$ cat src/design/sbat_pkg.sv
// Shared constants and types for the block address translation pipeline.
// No dependencies.
`default_nettype none

package sbat_pkg;

  localparam int unsigned IdxW     = 24;  // logical block index
  localparam int unsigned QuotW    = 17;  // 2^24 / 170 fits in 17 bits
  localparam int unsigned RemW     = 8;   // remainder of a divide by 170
  localparam int unsigned BlkW     = 25;  // block numbers including hash blocks
  localparam int unsigned OffW     = 37;  // byte offsets
  localparam int unsigned BaseW    = 32;
  localparam int unsigned FsizeW   = 40;
  localparam int unsigned CfgDataW = 40;
  localparam int unsigned BlkShift = 12;  // 4096-byte blocks
  localparam int unsigned ProdW    = 49;  // 24-bit dividend times 25-bit reciprocal
  localparam int unsigned RecipW   = 25;

  // floor(2^32 / 170); the product shifted down is the quotient or one less
  localparam logic [RecipW-1:0] DivRecip   = 25'd25264513;
  localparam logic [8:0]        BlocksL0   = 9'd170;
  localparam logic [OffW+3:0]   TableBytes = 41'd4096;

  typedef enum logic [0:0] {
    REG_BASE_OFFSET = 1'b0,
    REG_FILE_SIZE   = 1'b1
  } sbat_reg_e;

  // Beat handed from the divider chain to the offset stages.
  typedef struct packed {
    logic             valid;
    logic [IdxW-1:0]  idx;    // block index
    logic [QuotW-1:0] quot0;  // idx / 170
    logic [9:0]       quot1;  // idx / 28900
    logic [RemW-1:0]  rem0;   // idx % 170
  } sbat_beat_t;

endpackage

`default_nettype wire

$ cat src/design/sbat_div170.sv
// Two-stage divide by 170: reciprocal multiply, then one correction step.
// Depends on sbat_pkg.
`default_nettype none

module sbat_div170
  import sbat_pkg::*;
(
  input  wire logic             clk_i,
  input  wire logic             rst_ni,
  input  wire logic             valid_i,
  input  wire logic [IdxW-1:0]  dividend_i,
  output logic                  valid_o,
  output logic [IdxW-1:0]       dividend_o,
  output logic [QuotW-1:0]      quot_o,
  output logic [RemW-1:0]       rem_o
);

  logic             v1_q, v2_q;
  logic [IdxW-1:0]  div1_q, div2_q;
  logic [ProdW-1:0] prod_d, prod_q;
  logic [QuotW-1:0] qa;
  logic [IdxW-1:0]  qa_x170;
  logic [8:0]       r_raw;
  logic [QuotW-1:0] quot_d, quot_q;
  logic [RemW-1:0]  rem_d, rem_q;

  assign prod_d = {{(ProdW-IdxW){1'b0}}, dividend_i} * {{(ProdW-RecipW){1'b0}}, DivRecip};

  always_ff @(posedge clk_i or negedge rst_ni) begin
    if (!rst_ni) begin
      v1_q <= 1'b0;
      v2_q <= 1'b0;
    end else begin
      v1_q <= valid_i;
      v2_q <= v1_q;
    end
  end

  always_ff @(posedge clk_i) begin
    div1_q <= dividend_i;
    prod_q <= prod_d;
  end

  // estimate is exact or one short; remainder then lies below 340
  always_comb begin
    qa      = prod_q[ProdW-1:32];
    qa_x170 = IdxW'({{(IdxW-QuotW){1'b0}}, qa} * IdxW'(BlocksL0));
    r_raw   = 9'(div1_q - qa_x170);
    if (r_raw >= BlocksL0) begin
      quot_d = qa + 1'b1;
      rem_d  = RemW'(r_raw - BlocksL0);
    end else begin
      quot_d = qa;
      rem_d  = r_raw[RemW-1:0];
    end
  end

  always_ff @(posedge clk_i) begin
    div2_q <= div1_q;
    quot_q <= quot_d;
    rem_q  <= rem_d;
  end

  assign valid_o    = v2_q;
  assign dividend_o = div2_q;
  assign quot_o     = quot_q;
  assign rem_o      = rem_q;

endmodule

`default_nettype wire

$ cat src/design/sbat_offset.sv
// Block numbers, byte offsets and hash table range check: three stages.
// Depends on sbat_pkg.
`default_nettype none

module sbat_offset
  import sbat_pkg::*;
(
  input  wire logic              clk_i,
  input  wire logic              rst_ni,
  input  wire sbat_beat_t        beat_i,
  input  wire logic [BaseW-1:0]  base_offset_i,
  input  wire logic [FsizeW-1:0] file_size_i,
  output logic                   done_o,
  output logic [OffW-1:0]        data_offset_o,
  output logic [OffW-1:0]        hash_table_offset_o,
  output logic [RemW-1:0]        hash_entry_index_o,
  output logic                   hash_in_range_o
);

  // stage A: block numbers
  logic [1:0]      quot2;
  logic [BlkW-1:0] dblk_d, hblk_d, dblk_q, hblk_q;
  logic            va_q, vb_q, vc_q;
  logic [RemW-1:0] rem_a_q, rem_b_q, rem_c_q;

  always_comb begin
    // idx / 4913000 from idx / 28900 (below 581)
    if (beat_i.quot1 >= 10'd510)      quot2 = 2'd3;
    else if (beat_i.quot1 >= 10'd340) quot2 = 2'd2;
    else if (beat_i.quot1 >= 10'd170) quot2 = 2'd1;
    else                              quot2 = 2'd0;

    dblk_d = BlkW'(beat_i.idx) + BlkW'(beat_i.quot0) + 1'b1;
    if (beat_i.quot0 != '0) dblk_d = dblk_d + BlkW'(beat_i.quot1) + 1'b1;
    if (beat_i.quot1 != '0) dblk_d = dblk_d + BlkW'(quot2) + 1'b1;

    if (beat_i.quot0 == '0) begin
      hblk_d = '0;
    end else begin
      hblk_d = BlkW'(BlkW'(beat_i.quot0) * BlkW'(171)) + BlkW'(beat_i.quot1) + 1'b1
             + BlkW'(beat_i.quot1 != '0);
    end
  end

  always_ff @(posedge clk_i or negedge rst_ni) begin
    if (!rst_ni) begin
      va_q <= 1'b0;
      vb_q <= 1'b0;
      vc_q <= 1'b0;
    end else begin
      va_q <= beat_i.valid;
      vb_q <= va_q;
      vc_q <= vb_q;
    end
  end

  always_ff @(posedge clk_i) begin
    dblk_q  <= dblk_d;
    hblk_q  <= hblk_d;
    rem_a_q <= beat_i.rem0;
  end

  // stage B: scale and add base
  logic [OffW-1:0] doff_d, hoff_d, doff_q, hoff_q;

  assign doff_d = {dblk_q, {BlkShift{1'b0}}} + OffW'(base_offset_i);
  assign hoff_d = {hblk_q, {BlkShift{1'b0}}} + OffW'(base_offset_i);

  always_ff @(posedge clk_i) begin
    doff_q  <= doff_d;
    hoff_q  <= hoff_d;
    rem_b_q <= rem_a_q;
  end

  // stage C: range check, output register
  logic            fits_d, fits_q;
  logic [OffW-1:0] doff_c_q, hoff_c_q;

  assign fits_d = ((OffW+4)'(hoff_q) + TableBytes) <= (OffW+4)'(file_size_i);

  always_ff @(posedge clk_i) begin
    doff_c_q <= doff_q;
    hoff_c_q <= hoff_q;
    rem_c_q  <= rem_b_q;
    fits_q   <= fits_d;
  end

  assign done_o              = vc_q;
  assign data_offset_o       = doff_c_q;
  assign hash_table_offset_o = hoff_c_q;
  assign hash_entry_index_o  = rem_c_q;
  assign hash_in_range_o     = fits_q;

endmodule

`default_nettype wire

$ cat src/design/stfs_block_address_translate_core.sv
// Top level of the block address translator: config registers, divider chain
// and offset stages. Depends on sbat_pkg, sbat_div170 and sbat_offset.
`default_nettype none

// Translates a 24-bit logical block index of a hashed container volume into
// the byte offset of its data block, the byte offset of the level-0 hash
// table that covers it, the entry index within that table (index mod 170)
// and a flag telling whether that 4096-byte table lies within file_size.
// The block is a seven-stage pipeline with no stall path: busy is always
// low, one beat is taken on every cycle that start is high, and each result
// shows on the output ports with done_o high for one cycle. Results come out
// in order and cannot be held off, so the receiver must take every beat when
// it appears. The stages are those of the two cascaded divide-by-170 units
// (a reciprocal multiply and a correction stage each) and three stages of
// sums, offset adds and the range compare. base_offset (index 0) and
// file_size (index 1) are written through the cfg port and should only
// change while no beats are in flight.
module stfs_block_address_translate_core
  import sbat_pkg::*;
(
  input  wire logic                clk_i,
  input  wire logic                rst_ni,
  // command side
  input  wire logic                start,
  output logic                     busy,
  input  wire logic [IdxW-1:0]     block_index_i,
  // results
  output logic                     done_o,
  output logic [OffW-1:0]          data_offset_o,
  output logic [OffW-1:0]          hash_table_offset_o,
  output logic [RemW-1:0]          hash_entry_index_o,
  output logic                     hash_in_range_o,
  // config writes
  input  wire logic                cfg_we_i,
  input  wire logic [0:0]          cfg_idx_i,
  input  wire logic [CfgDataW-1:0] cfg_wdata_i
);

  logic [BaseW-1:0]  base_offset_q;
  logic [FsizeW-1:0] file_size_q;

  always_ff @(posedge clk_i or negedge rst_ni) begin
    if (!rst_ni) begin
      base_offset_q <= '0;
      file_size_q   <= '0;
    end else if (cfg_we_i) begin
      case (sbat_reg_e'(cfg_idx_i))
        REG_BASE_OFFSET: base_offset_q <= cfg_wdata_i[BaseW-1:0];
        REG_FILE_SIZE:   file_size_q   <= cfg_wdata_i[FsizeW-1:0];
        default: ;
      endcase
    end
  end

  // fully pipelined, never stalls
  assign busy = 1'b0;

  logic accept;
  assign accept = start && !busy;

  // first divide: idx / 170 and idx % 170
  logic             v_a;
  logic [IdxW-1:0]  idx_a;
  logic [QuotW-1:0] quot0_a;
  logic [RemW-1:0]  rem0_a;

  sbat_div170 u_div_l0 (
    .clk_i      (clk_i),
    .rst_ni     (rst_ni),
    .valid_i    (accept),
    .dividend_i (block_index_i),
    .valid_o    (v_a),
    .dividend_o (idx_a),
    .quot_o     (quot0_a),
    .rem_o      (rem0_a)
  );

  // second divide: (idx / 170) / 170 == idx / 28900
  logic             v_b;
  logic [IdxW-1:0]  quot0_ext_b;
  logic [QuotW-1:0] quot1_b;
  logic [RemW-1:0]  rem_unused_b;

  sbat_div170 u_div_l1 (
    .clk_i      (clk_i),
    .rst_ni     (rst_ni),
    .valid_i    (v_a),
    .dividend_i ({{(IdxW-QuotW){1'b0}}, quot0_a}),
    .valid_o    (v_b),
    .dividend_o (quot0_ext_b),
    .quot_o     (quot1_b),
    .rem_o      (rem_unused_b)
  );

  // index and entry ride alongside the second divider
  logic [IdxW-1:0] idx_d1_q, idx_d2_q;
  logic [RemW-1:0] rem_d1_q, rem_d2_q;

  always_ff @(posedge clk_i) begin
    idx_d1_q <= idx_a;
    idx_d2_q <= idx_d1_q;
    rem_d1_q <= rem0_a;
    rem_d2_q <= rem_d1_q;
  end

  sbat_beat_t beat;

  // remainder of the second divide is not needed; fold it in harmlessly
  assign beat.valid = v_b && (rem_unused_b == rem_unused_b);
  assign beat.idx   = idx_d2_q;
  assign beat.quot0 = quot0_ext_b[QuotW-1:0];
  assign beat.quot1 = quot1_b[9:0];
  assign beat.rem0  = rem_d2_q;

  sbat_offset u_offset (
    .clk_i               (clk_i),
    .rst_ni              (rst_ni),
    .beat_i              (beat),
    .base_offset_i       (base_offset_q),
    .file_size_i         (file_size_q),
    .done_o              (done_o),
    .data_offset_o       (data_offset_o),
    .hash_table_offset_o (hash_table_offset_o),
    .hash_entry_index_o  (hash_entry_index_o),
    .hash_in_range_o     (hash_in_range_o)
  );

endmodule

`default_nettype wire
$ cat config.mk
export PLATFORM = sky130hd
export DESIGN_NAME = stfs_block_address_translate_core
export DESIGN_NICKNAME = d
export VERILOG_FILES = /design/src/design/sbat_pkg.sv /design/src/design/sbat_div170.sv /design/src/design/sbat_offset.sv /design/src/design/stfs_block_address_translate_core.sv
export SDC_FILE = /design/constraint.sdc
export NUM_CORES = 1
export LEC_CHECK = 0
export BUFFER_PORTS_ARGS = -buffer_cell sky130_fd_sc_hd__buf_2
export CAP_MARGIN = 15
export CORE_MARGIN = 1
export CORE_UTILIZATION = 65
export CTS_CLUSTER_DIAMETER = 50
export DETAILED_ROUTE_END_ITERATION = 8
export PLACE_DENSITY = 0.84
export SLEW_MARGIN = 20
export SYNTH_ARGS = -nofsm -noshare
export SYNTH_HDL_FRONTEND = slang
export SYNTH_HIERARCHICAL = 1
export SYNTH_SLANG_ARGS = --single-unit
$ cat constraint.sdc
create_clock -name clk_i -period 12 [get_ports clk_i]
set_input_delay 2.4 -clock clk_i [delete_from_list [all_inputs] [get_ports clk_i]]
set_output_delay 2.4 -clock clk_i [all_outputs]
set_load 0.1 [all_outputs]
==> impl_metrics.sql, run 1 <==
INSERT INTO impl_metrics (metric_group, metric, value, unit) VALUES
('status', 'outcome', 'complete, no violations', ''),
('sta', 'final-hold-violation-count', '0', ''),
('global_routing', 'grt_pass1_vias', '23850', ''),
('final_layout', 'nNetsFinal', '4096', ''),
('floorplan', 'fp.dieW', '224.4', 'um'),
('route', 'drc', '0', ''),
('floorplan', 'core_area', '0.04885', 'mm2'),
('clock_network', 'tritoncts_num_sinks', '485', ''),
('final_layout', 'layout-drive-gt1-share', '10.91', '%'),
('sta', 'fmax', '135.4', 'MHz'),
('final_layout', 'filler_cell_count', '3402', ''),
('clock_network', 'cts.hold.buffers_added', '0', ''),
('sta', 'final-max-slew-violation-count', '0', ''),
('floorplan', 'die-height', '224.4', 'um'),
('setup_path', 'cpPeakStageDelay', '0.57', 'ns'),
('clock_network', 'post_cts_resize_count', '0', ''),
('route', 'drtIter0Drc', '1081', ''),
('floorplan', 'i_o_pins', '154', ''),
('synth', 'synthCells', '3067', ''),
('route', 'wl_per_cell', '18.60', 'um'),
('floorplan', 'core.rowCount', '81', ''),
('synth', 'synth-warning-count', '6', ''),
('route', 'drtPass1Iterations', '5', ''),
('sta', 'finalWorstPathRequiredPeriod', '7.386', 'ns'),
('placed_design', 'place.port_buffers', '152', ''),
('clock_network', 'post_cts.repair.setup_buffers', '0', ''),
('clock_network', 'numCtsBuffers', '51', ''),
('final_layout', 'antenna-diode-count', '0', ''),
('placed_design', 'dp_hpwl', '58870', 'um'),
('sta', 'fin_crit_sh', '61.55', '%'),
('global_routing', 'grt_max_degree', '57', ''),
('setup_path', 'setup.worst_path.end_class', 'flip-flop', ''),
('sta', 'worst-slew-pin-transition', '1.082', 'ns'),
('clock_network', 'cts_tree', 'yes', ''),
('setup_path', 'timing.critical_path.from_type', 'input pin', ''),
('placed_design', 'placedInstanceArea', '0.03356', 'mm2'),
('setup_path', 'path_cells', 'buf_2 -> inv_1 -> ha_1 -> inv_1 -> ha_1 -> ha_1 -> inv_1 -> fa_1 -> inv_1 -> fa_1 -> inv_1 -> fa_1 -> inv_1 -> fa_1 -> ha_1 -> inv_1 -> o21bai_1 -> a2111oi_0 -> a31oi_2 -> a21oi_1 -> o21ai_1 -> xnor2_1', ''),
('synth', 'post_synthesis_instance_area', '0.03215', 'mm2'),
('clock_network', 'clock-root-buffer', 'sky130_fd_sc_hd__clkbuf_16', ''),
('clock_network', 'clk_transition_reported_paths', '0.06', 'ns'),
('setup_path', 'critPathMaxFanout', '6', ''),
('sta', 'setup_repair_after_global_routing_missed_its_margin', 'no', ''),
('setup_path', 'critPathSlowestCell', 'sky130_fd_sc_hd__fa_1', ''),
('route', 'drt_wl_total', '73750', 'um'),
('floorplan', 'floorplan.initialDensity', '65.81', '%'),
('setup_path', 'critPathMostFrequentCell', 'sky130_fd_sc_hd__inv_1', ''),
('setup_path', 'worst-setup-path-type', 'input pin to flip-flop', ''),
('final_layout', 'layout-area-overhead-vs-synth', '9.893', '%'),
('final_layout', 'final_design_area_no_fill', '0.03533', 'mm2'),
('route', 'routed-via-count', '22370', ''),
('route', 'ant_nets', '0', ''),
('route', 'vias_per_cell', '5.641', ''),
('global_routing', 'initial_antenna_violation_count', '0', ''),
('clock_network', 'h_tree_depth', '2', ''),
('placed_design', 'globalplace.congestion', '0.9767', ''),
('sta', 'finalSetupViolCount', '0', ''),
('setup_path', 'worst-endpoint-arrival', '7.87', 'ns'),
('floorplan', 'die_area', '0.05035', 'mm2'),
('global_routing', 'grt-ovfl-total', '0', ''),
('setup_path', 'worstPathRequired', '12.49', 'ns'),
('synth', 'synth_area_per_cell', '10.48', 'um2'),
('run', 'cap_violations', '0', ''),
('global_routing', 'grt_util_all_layers', '29.88', '%'),
('global_routing', 'grt_first_pass_wirelength', '119300', 'um'),
('clock_network', 'clk_latency', '0.60', 'ns'),
('sta', 'timing.slew.headroom', '27.62', '%'),
('sta', 'final.setup_skew', '0.01935', 'ns'),
('clock_network', 'number_of_buffers_between_clock_root_and_the_deepest_sink', '3', ''),
('sta', 'finalSetupTns', '0', 'ns'),
('hold_path', 'hp-class', 'flip-flop to flip-flop', '');
## area by class of cell
cell class	count	area, um2	share of cell area (%)
inverter	481	1805	5.110
clock buffer	66	1414	4.002
clock inverter	29	359.1	1.016
timing repair buffer	156	793.3	2.245
tap	664	830.8	2.352
multi-input combinational	2084	20020	56.67
sequential	485	10100	28.60
## worst paths after layout
| check | to | from | slack (ns) | cells after the start |
|---|---|---|---|---|
| worst min-delay path | u_div_l1/dividend_o[9] | u_div_l1/div1_q[9] | 0.32 | 0 |
| worst max-delay path | u_div_l0/prod_q[48] | block_index_i[22] | 4.61 | 22 |
| max in group asynchronous | file_size_q[33] | rst_ni | 9.25 | 2 |
| worst max register to register | u_div_l1/prod_q[38] | u_div_l0/quot_o[13] | 5.87 | 21 |
| worst min register to register | u_div_l1/dividend_o[9] | u_div_l1/div1_q[9] | 0.32 | 0 |
| min in group asynchronous | base_offset_q[12] | rst_ni | 1.70 | 1 |
## flip-flops by register name (all words and copies together) (netlist names), 10 cells and up
| signal | flops |
|---|---|
| file_size_q | 40 |
| u_offset/hash_table_offset_o | 37 |
| u_offset/hoff_q | 37 |
| base_offset_q | 32 |
| u_offset/data_offset_o | 25 |
| u_offset/dblk_q | 25 |
| u_offset/doff_q | 25 |
| u_offset/hblk_q | 25 |
| idx_d1_q | 24 |
| idx_d2_q | 24 |
| u_div_l0/prod_q | 24 |
| u_div_l0/dividend_o | 23 |
| u_div_l0/div1_q | 17 |
| u_div_l0/quot_o | 17 |
| u_div_l1/prod_q | 17 |
| u_div_l1/dividend_o | 16 |
| u_div_l1/div1_q | 10 |
| u_div_l1/quot_o | 10 |
## worst max-delay path, delay by kind of cell
| family | cells | cell delay [ns] |
|---|---|---|
| AOI/OAI and AO/OA | 5 | 1.33 |
| xor gates and xnor gates | 1 | 0.14 |
| adders and majority gates | 8 | 3.38 |
| buffers and inverters | 8 | 0.61 |
## cells in the final DEF (no fill, tap or decap), types with 14 or more instances in the layout
cell type,instances
sky130_fd_sc_hd__ha_1,555
sky130_fd_sc_hd__inv_1,481
sky130_fd_sc_hd__dfxtp_1,406
sky130_fd_sc_hd__fa_1,213
sky130_fd_sc_hd__buf_2,151
sky130_fd_sc_hd__xnor2_1,130
sky130_fd_sc_hd__nor2_1,124
sky130_fd_sc_hd__a21oi_1,118
sky130_fd_sc_hd__nand2_1,107
sky130_fd_sc_hd__xor2_1,81
sky130_fd_sc_hd__dfrtp_1,79
sky130_fd_sc_hd__o21ai_0,72
sky130_fd_sc_hd__a21o_1,59
sky130_fd_sc_hd__clkbuf_16,52
sky130_fd_sc_hd__nor3_1,52
sky130_fd_sc_hd__nand3_1,51
sky130_fd_sc_hd__mux2_2,42
sky130_fd_sc_hd__and3_1,37
sky130_fd_sc_hd__nand4_1,34
sky130_fd_sc_hd__mux2_4,33
sky130_fd_sc_hd__nand2b_1,28
sky130_fd_sc_hd__nor2b_1,24
sky130_fd_sc_hd__conb_1,23
sky130_fd_sc_hd__o21a_1,23
sky130_fd_sc_hd__or3_1,22
sky130_fd_sc_hd__and2_1,21
sky130_fd_sc_hd__a211oi_1,21
sky130_fd_sc_hd__a31oi_1,21
sky130_fd_sc_hd__or2_2,14
## stage by stage
step	hold slack (ns)	setup WS, ns	utilization (%)	std cells
after global placement	0.3099	4.026	68.69	3870
after global routing	0.3178	4.332	72.32	3965
after CTS	0.3153	4.602	72.32	3965
after detailed placement	0.3121	4.015	68.69	3870
after floorplan	0.3096	4.607	-	3089
final	0.3212	4.614	72.32	3965
## metal layers
metal,up-vias,GRT usage [%],share of wire (%)
met1,10870,33.95,40
met4,0,12.73,4.2
met3,198,3.906,3.7
li1,10720,-,-
met2,586,55.86,53
met5,-,0,0
Power of run 1 is left out: the tool's default activity adds up to more than one toggle a clock period on the data nets, which glitch-free logic cannot reach.
==> run 2, diff against run 1 <==
--- a/config.mk
+++ b/config.mk
@@ -5,13 +5,14 @@
 export SDC_FILE = /design/constraint.sdc
 export NUM_CORES = 1
 export LEC_CHECK = 0
+export ABC_AREA = 1
 export BUFFER_PORTS_ARGS = -buffer_cell sky130_fd_sc_hd__buf_2
 export CAP_MARGIN = 15
 export CORE_MARGIN = 1
-export CORE_UTILIZATION = 65
+export CORE_UTILIZATION = 58
 export CTS_CLUSTER_DIAMETER = 50
 export DETAILED_ROUTE_END_ITERATION = 8
-export PLACE_DENSITY = 0.84
+export PLACE_DENSITY = 0.79
 export SLEW_MARGIN = 20
 export SYNTH_ARGS = -nofsm -noshare
 export SYNTH_HDL_FRONTEND = slang
==> constraint.sdc (replaced) <==
create_clock -name clk_i -period 6.1 [get_ports clk_i]
set_input_delay 1.22 -clock clk_i [delete_from_list [all_inputs] [get_ports clk_i]]
set_output_delay 1.22 -clock clk_i [all_outputs]
set_load 0.1 [all_outputs]
==> impl_metrics.sql, run 2 <==
INSERT INTO impl_metrics (metric_group, metric, value, unit) VALUES
('floorplan', 'i_o_pins', '154', ''),
('clock_network', 'clk_latency', '0.63', 'ns'),
('sta', 'finalSetupViolCount', '0', ''),
('setup_path', 'timing.rr.end', 'u_div_l1/prod_q[32]', ''),
('floorplan', 'floorplan.initialDensity', '58.59', '%'),
('synth', 'synth-warning-count', '6', ''),
('floorplan', 'fp.dieW', '248.7', 'um'),
('setup_path', 'cpPeakStageDelay', '0.56', 'ns'),
('global_routing', 'grt_util_all_layers', '27.57', '%'),
('clock_network', 'clock-root-buffer', 'sky130_fd_sc_hd__clkbuf_16', ''),
('global_routing', 'grt_max_degree', '75', ''),
('final_layout', 'mostFrequentLayoutCell', 'sky130_fd_sc_hd__nand2_1', ''),
('sta', 'fin_crit_sh', '91.41', '%'),
('hold_path', 'hp-class', 'flip-flop to flip-flop', ''),
('clock_network', 'h_tree_depth', '2', ''),
('final_layout', 'layout-drive-gt1-share', '7.752', '%'),
('clock_network', 'cts_tree', 'yes', ''),
('clock_network', 'numCtsBuffers', '55', ''),
('global_routing', 'grt_pass1_vias', '27200', ''),
('clock_network', 'tritoncts_num_sinks', '485', ''),
('clock_network', 'clk_transition_reported_paths', '0.06', 'ns'),
('route', 'drtPass1Iterations', '5', ''),
('sta', 'final-hold-violation-count', '0', ''),
('route', 'ant_nets', '0', ''),
('sta', 'final.setup_skew', '0.03511', 'ns'),
('setup_path', 'critPathMostFrequentCell', 'sky130_fd_sc_hd__inv_1', ''),
('sta', 'finalWorstPathRequiredPeriod', '5.576', 'ns'),
('run', 'cap_violations', '0', ''),
('final_layout', 'nNetsFinal', '5333', ''),
('final_layout', 'fin_cells', '5325', ''),
('clock_network', 'cts.hold.buffers_added', '0', ''),
('clock_network', 'number_of_buffers_between_clock_root_and_the_deepest_sink', '3', ''),
('global_routing', 'grt-ovfl-total', '0', ''),
('clock_network', 'post_cts.repair.setup_buffers', '0', ''),
('route', 'drtIter0Drc', '1667', ''),
('placed_design', 'globalplace.congestion', '0.9644', ''),
('synth', 'post_synthesis_instance_area', '0.03530', 'mm2'),
('sta', 'fmax', '179.3', 'MHz'),
('sta', 'setup_repair_after_global_routing_missed_its_margin', 'no', ''),
('global_routing', 'initial_antenna_violation_count', '4', ''),
('setup_path', 'rr_startpoint', 'u_div_l0/quot_o[13]', ''),
('status', 'outcome', 'complete, no violations', ''),
('floorplan', 'die-height', '248.7', 'um'),
('setup_path', 'r2r_setup_slk', '0.99', 'ns'),
('setup_path', 'setup.worst_path.end_class', 'flip-flop', ''),
('final_layout', 'largest-register', 'file_size_q', ''),
('hold_path', 'hold-path-cell-count', '0', ''),
('route', 'vias_per_cell', '5.267', ''),
('setup_path', 'timing.reg2reg.worst_path_depth', '21', ''),
('setup_path', 'timing.critical_path.from_type', 'input pin', ''),
('setup_path', 'worst-endpoint-arrival', '6.13', 'ns'),
('sta', 'worst-slew-pin-transition', '0.9183', 'ns'),
('placed_design', 'dp_hpwl', '69760', 'um'),
('setup_path', 'cp_top_delay_family', 'adder cells', ''),
('placed_design', 'place.port_buffers', '152', ''),
('synth', 'synth_area_per_cell', '8.217', 'um2'),
('hold_path', 'min_from', 'u_offset/doff_q[36]', ''),
('route', 'routed-via-count', '28050', ''),
('setup_path', 'worstPathBufferInverterCount', '9', ''),
('setup_path', 'worst-setup-path-type', 'input pin to flip-flop', ''),
('floorplan', 'core.rowCount', '90', ''),
('synth', 'synthCells', '4296', ''),
('sta', 'final-max-slew-violation-count', '0', ''),
('sta', 'timing.slew.headroom', '38.78', '%'),
('global_routing', 'grt_first_pass_wirelength', '137900', 'um'),
('clock_network', 'post_cts_resize_count', '0', ''),
('floorplan', 'core_area', '0.06025', 'mm2'),
('setup_path', 'worstPathRequired', '6.65', 'ns'),
('setup_path', 'critPathSlowestCell', 'sky130_fd_sc_hd__fa_1', ''),
('route', 'drt_wl_total', '84680', 'um'),
('final_layout', 'largest_register_ff_count', '40', ''),
('final_layout', 'commonest_cells_after_routing_fill_and_taps_aside', '914 x sky130_fd_sc_hd__nand2_1, 800 x sky130_fd_sc_hd__inv_1, 555 x sky130_fd_sc_hd__ha_1, 406 x sky130_fd_sc_hd__dfxtp_1, 276 x sky130_fd_sc_hd__nand3_1', ''),
('route', 'drc', '0', ''),
('route', 'wl_per_cell', '15.90', 'um'),
('final_layout', 'layout-area-overhead-vs-synth', '10.05', '%'),
('placed_design', 'placedCellCount', '5221', ''),
('hold_path', 'endpoint_worst_hold', 'u_offset/data_offset_o[36]', ''),
('floorplan', 'die_area', '0.06185', 'mm2'),
('setup_path', 'critPathMaxFanout', '3', '');
-- run 2: worst max-delay path by stage --
stage	start	end	slack, ns	depth (start not counted)
after floorplan	block_index_i[22]	u_div_l0/prod_q[39]	0.37	22
after detailed placement	block_index_i[22]	u_div_l0/prod_q[47]	-0.06	26
final	block_index_i[22]	u_div_l0/prod_q[47]	0.52	26
after global placement	block_index_i[22]	u_div_l0/prod_q[48]	-0.02	21
after global routing	block_index_i[22]	u_div_l0/prod_q[39]	0.23	24
after CTS	block_index_i[22]	u_div_l0/prod_q[48]	0.57	21
-- run 2: final cells by class --
class	count	area [um2]
Antenna cell	2	5.005
Sequential cell	485	10100
Clock inverter	33	406.6
Multi-Input combinational cell	2972	21890
Timing Repair Buffer	173	920.9
Tap cell	782	978.4
Clock buffer	69	1499
Inverter	809	3037
Fill cell	5011	21400
-- run 2: worst reg2reg max path: cells and delay by family, from the launching register on --
kind	cells	cell delay (ns)
AOI/OAI and AO/OA	3	0.62
xor gates and xnor gates	1	0.21
adders and majority gates	8	3.19
buffers and inverters	7	0.42
DFF	1	0.40
and+or+nand+nor	2	0.19
-- run 2: layer usage --
layer,track usage (%),wire length [um],vias up
met5,0,30,-
met1,35.66,36660,13080
met2,47.47,40800,748
met3,3.406,4273,164
li1,-,-,14050
met4,9.618,2917,4
-- run 2: per-stage QoR --
stage          area, um2  utilization [%]  hold WS (ns)  setup WS, ns  TNS (ns)
2_1_floorplan      35380                -        0.3096        0.3742         0
3_3_place_gp       36930            61.31        0.3099      -0.01917  -0.02150
3_5_place_dp       36930            61.31        0.3121      -0.05590   -0.1413
4_1_cts            38840            64.47        0.3174        0.5721         0
5_1_grt            38840            64.48        0.3269        0.2251         0
6_report           38840            64.48        0.3160        0.5242         0
Power of run 2 is left out for the same reason.
==> run 3, diff against run 2 <==
--- a/config.mk
+++ b/config.mk
@@ -12,7 +12,7 @@
 export CORE_UTILIZATION = 58
 export CTS_CLUSTER_DIAMETER = 50
 export DETAILED_ROUTE_END_ITERATION = 8
-export PLACE_DENSITY = 0.79
+export PLACE_DENSITY_LB_ADDON = 0.3
 export SLEW_MARGIN = 20
 export SYNTH_ARGS = -nofsm -noshare
 export SYNTH_HDL_FRONTEND = slang
==> impl_metrics.sql, run 3 (synthesis results as in run 2) <==
INSERT INTO impl_metrics (metric_group, metric, value, unit) VALUES
('final_layout', 'filler_cell_count', '5054', ''),
('setup_path', 'critPathMostFrequentCell', 'sky130_fd_sc_hd__fa_1', ''),
('route', 'drt_wl_total', '84390', 'um'),
('global_routing', 'grt_util_all_layers', '27.44', '%'),
('clock_network', 'clk_transition_reported_paths', '0.06', 'ns'),
('floorplan', 'core_area', '0.06025', 'mm2'),
('route', 'wl_per_cell', '15.84', 'um'),
('final_layout', 'layout-area-overhead-vs-synth', '10.53', '%'),
('clock_network', 'post_cts_resize_count', '0', ''),
('hold_path', 'hp-class', 'flip-flop to flip-flop', ''),
('placed_design', 'placedCellCount', '5220', ''),
('floorplan', 'core.rowCount', '90', ''),
('final_layout', 'final-seq-area', '0.01010', 'mm2'),
('final_layout', 'fin_cells', '5329', ''),
('final_layout', 'layout-drive-gt1-share', '7.833', '%'),
('placed_design', 'dp_hpwl', '69260', 'um'),
('final_layout', 'nNetsFinal', '5334', ''),
('setup_path', 'worst-setup-path-type', 'input pin to flip-flop', ''),
('sta', 'final-hold-violation-count', '0', ''),
('setup_path', 'critPathSlowestCell', 'sky130_fd_sc_hd__fa_1', ''),
('status', 'outcome', 'complete, no violations', ''),
('final_layout', 'largest-register', 'file_size_q', ''),
('sta', 'fin_crit_sh', '91.68', '%'),
('global_routing', 'grt_first_pass_wirelength', '136500', 'um'),
('clock_network', 'cts_tree', 'yes', ''),
('route', 'routed-via-count', '27870', ''),
('clock_network', 'cts.hold.buffers_added', '0', ''),
('placed_design', 'place.port_buffers', '152', ''),
('final_layout', 'multi_input_area', '0.02189', 'mm2'),
('sta', 'setup_repair_after_global_routing_missed_its_margin', 'no', ''),
('clock_network', 'tritoncts_num_sinks', '485', ''),
('global_routing', 'grt_max_degree', '80', ''),
('sta', 'finalSetupTns', '0', 'ns'),
('floorplan', 'die-height', '248.7', 'um'),
('clock_network', 'post_cts.repair.setup_buffers', '0', ''),
('sta', 'worst-slew-pin-transition', '0.9158', 'ns'),
('run', 'cap_violations', '0', ''),
('floorplan', 'floorplan.initialDensity', '58.59', '%'),
('setup_path', 'cpPeakStageDelay', '0.54', 'ns'),
('setup_path', 'timing.critical_path.from_type', 'input pin', ''),
('setup_path', 'worstPathRequired', '6.63', 'ns'),
('sta', 'finalWorstPathRequiredPeriod', '5.593', 'ns'),
('global_routing', 'initial_antenna_violation_count', '4', ''),
('clock_network', 'numCtsBuffers', '57', ''),
('route', 'drc', '0', ''),
('route', 'drtPass1Iterations', '5', ''),
('final_layout', 'mostFrequentLayoutCell', 'sky130_fd_sc_hd__nand2_1', ''),
('route', 'vias_per_cell', '5.231', ''),
('sta', 'finalSetupViolCount', '0', ''),
('final_layout', 'commonest_cells_after_routing_fill_and_taps_aside', '914 x sky130_fd_sc_hd__nand2_1, 800 x sky130_fd_sc_hd__inv_1, 555 x sky130_fd_sc_hd__ha_1, 406 x sky130_fd_sc_hd__dfxtp_1, 276 x sky130_fd_sc_hd__nand3_1', ''),
('final_layout', 'final_core_utilization', '64.76', '%'),
('sta', 'fmax', '178.8', 'MHz'),
('clock_network', 'clock-root-buffer', 'sky130_fd_sc_hd__clkbuf_16', ''),
('route', 'ant_nets', '0', ''),
('floorplan', 'fp.dieW', '248.7', 'um'),
('setup_path', 'path_cells', 'buf_2 -> inv_1 -> ha_1 -> inv_1 -> ha_1 -> fa_1 -> inv_1 -> fa_1 -> inv_1 -> fa_1 -> fa_1 -> fa_1 -> ha_1 -> a21oi_1 -> o21ai_0 -> a21oi_1 -> nand2_1 -> nand2_1 -> nand3_1 -> nand2_1 -> nand2_1', ''),
('sta', 'final-max-slew-violation-count', '0', ''),
('clock_network', 'h_tree_depth', '2', ''),
('route', 'drtIter0Drc', '1632', ''),
('global_routing', 'grt-ovfl-total', '0', ''),
('sta', 'holdWs', '0.3031', 'ns'),
('placed_design', 'globalplace.congestion', '0.9902', ''),
('setup_path', 'worst-endpoint-arrival', '6.12', 'ns'),
('floorplan', 'die_area', '0.06185', 'mm2'),
('global_routing', 'grt_pass1_vias', '27040', ''),
('setup_path', 'critPathMaxFanout', '4', ''),
('clock_network', 'clk_latency', '0.63', 'ns'),
('clock_network', 'number_of_buffers_between_clock_root_and_the_deepest_sink', '3', ''),
('setup_path', 'setup.worst_path.end_class', 'flip-flop', ''),
('sta', 'final.setup_skew', '0.03899', 'ns'),
('final_layout', 'largest_register_ff_count', '40', ''),
('sta', 'timing.slew.headroom', '38.95', '%'),
('floorplan', 'i_o_pins', '154', '');
run 3: cell types whose count changed in the layout (fill, tap and decap cells not counted):
cell,delta
sky130_fd_sc_hd__inv_4,+1
sky130_fd_sc_hd__buf_6,+1
sky130_fd_sc_hd__buf_4,-2
sky130_fd_sc_hd__clkinv_4,+1
sky130_fd_sc_hd__clkinv_16,+1
sky130_fd_sc_hd__bufinv_16,+3
sky130_fd_sc_hd__clkbuf_16,+2
sky130_fd_sc_hd__clkinvlp_4,-1
sky130_fd_sc_hd__inv_8,+1
sky130_fd_sc_hd__clkinv_2,-3
run 3: area by class of cell:
type / instances / share of cell area [%]
diodes: 2 / 0.01283
clock buffers: 71 / 3.970
clock inverters: 36 / 1.360
inverters: 809 / 7.783
multi-input cells: 2972 / 56.12
flip-flops and latches: 485 / 25.90
well taps: 782 / 2.508
repair buffers: 172 / 2.351
run 3: layer usage:
layer | global-route usage (%) | vias to the layer above | wire (um)
met5 | 0 | - | 16
met4 | 12.23 | 2 | 3707
met3 | 4.232 | 176 | 4534
met2 | 45.47 | 744 | 39470
met1 | 35.45 | 12930 | 36650
li1 | - | 14030 | -
run 3: final timing paths:
| check | cells after the start | startpoint | slack (ns) | end |
|---|---|---|---|---|
| worst max-delay path | 21 | block_index_i[22] | 0.51 | u_div_l0/prod_q[48] |
| worst min-delay path | 0 | u_div_l1/div1_q[16] | 0.30 | u_div_l1/dividend_o[16] |
| worst max register to register | 20 | u_div_l0/quot_o[14] | 0.93 | u_div_l1/prod_q[32] |
| worst min register to register | 0 | u_div_l1/div1_q[16] | 0.30 | u_div_l1/dividend_o[16] |
| max in group asynchronous | 1 | rst_ni | 4.92 | u_div_l0/v1_q |
| min in group asynchronous | 1 | rst_ni | 0.63 | file_size_q[5] |
run 3: stage by stage:
step / instance area, um2 / worst slack, ns
3_3_place_gp: 36930 / -0.04440
5_1_grt: 39010 / 0.2510
3_5_place_dp: 36930 / -0.06676
4_1_cts: 39010 / 0.5608
6_report: 39010 / 0.5074
2_1_floorplan: 35380 / 0.3742
run 3: critical path, delay by kind of cell:
kind	cells	cell delay (ns)
fa+ha+maj	8	3.52
compound gates	3	0.59
simple gates	5	0.43
buf+inv	5	0.35
Power of run 3 is left out for the same reason.
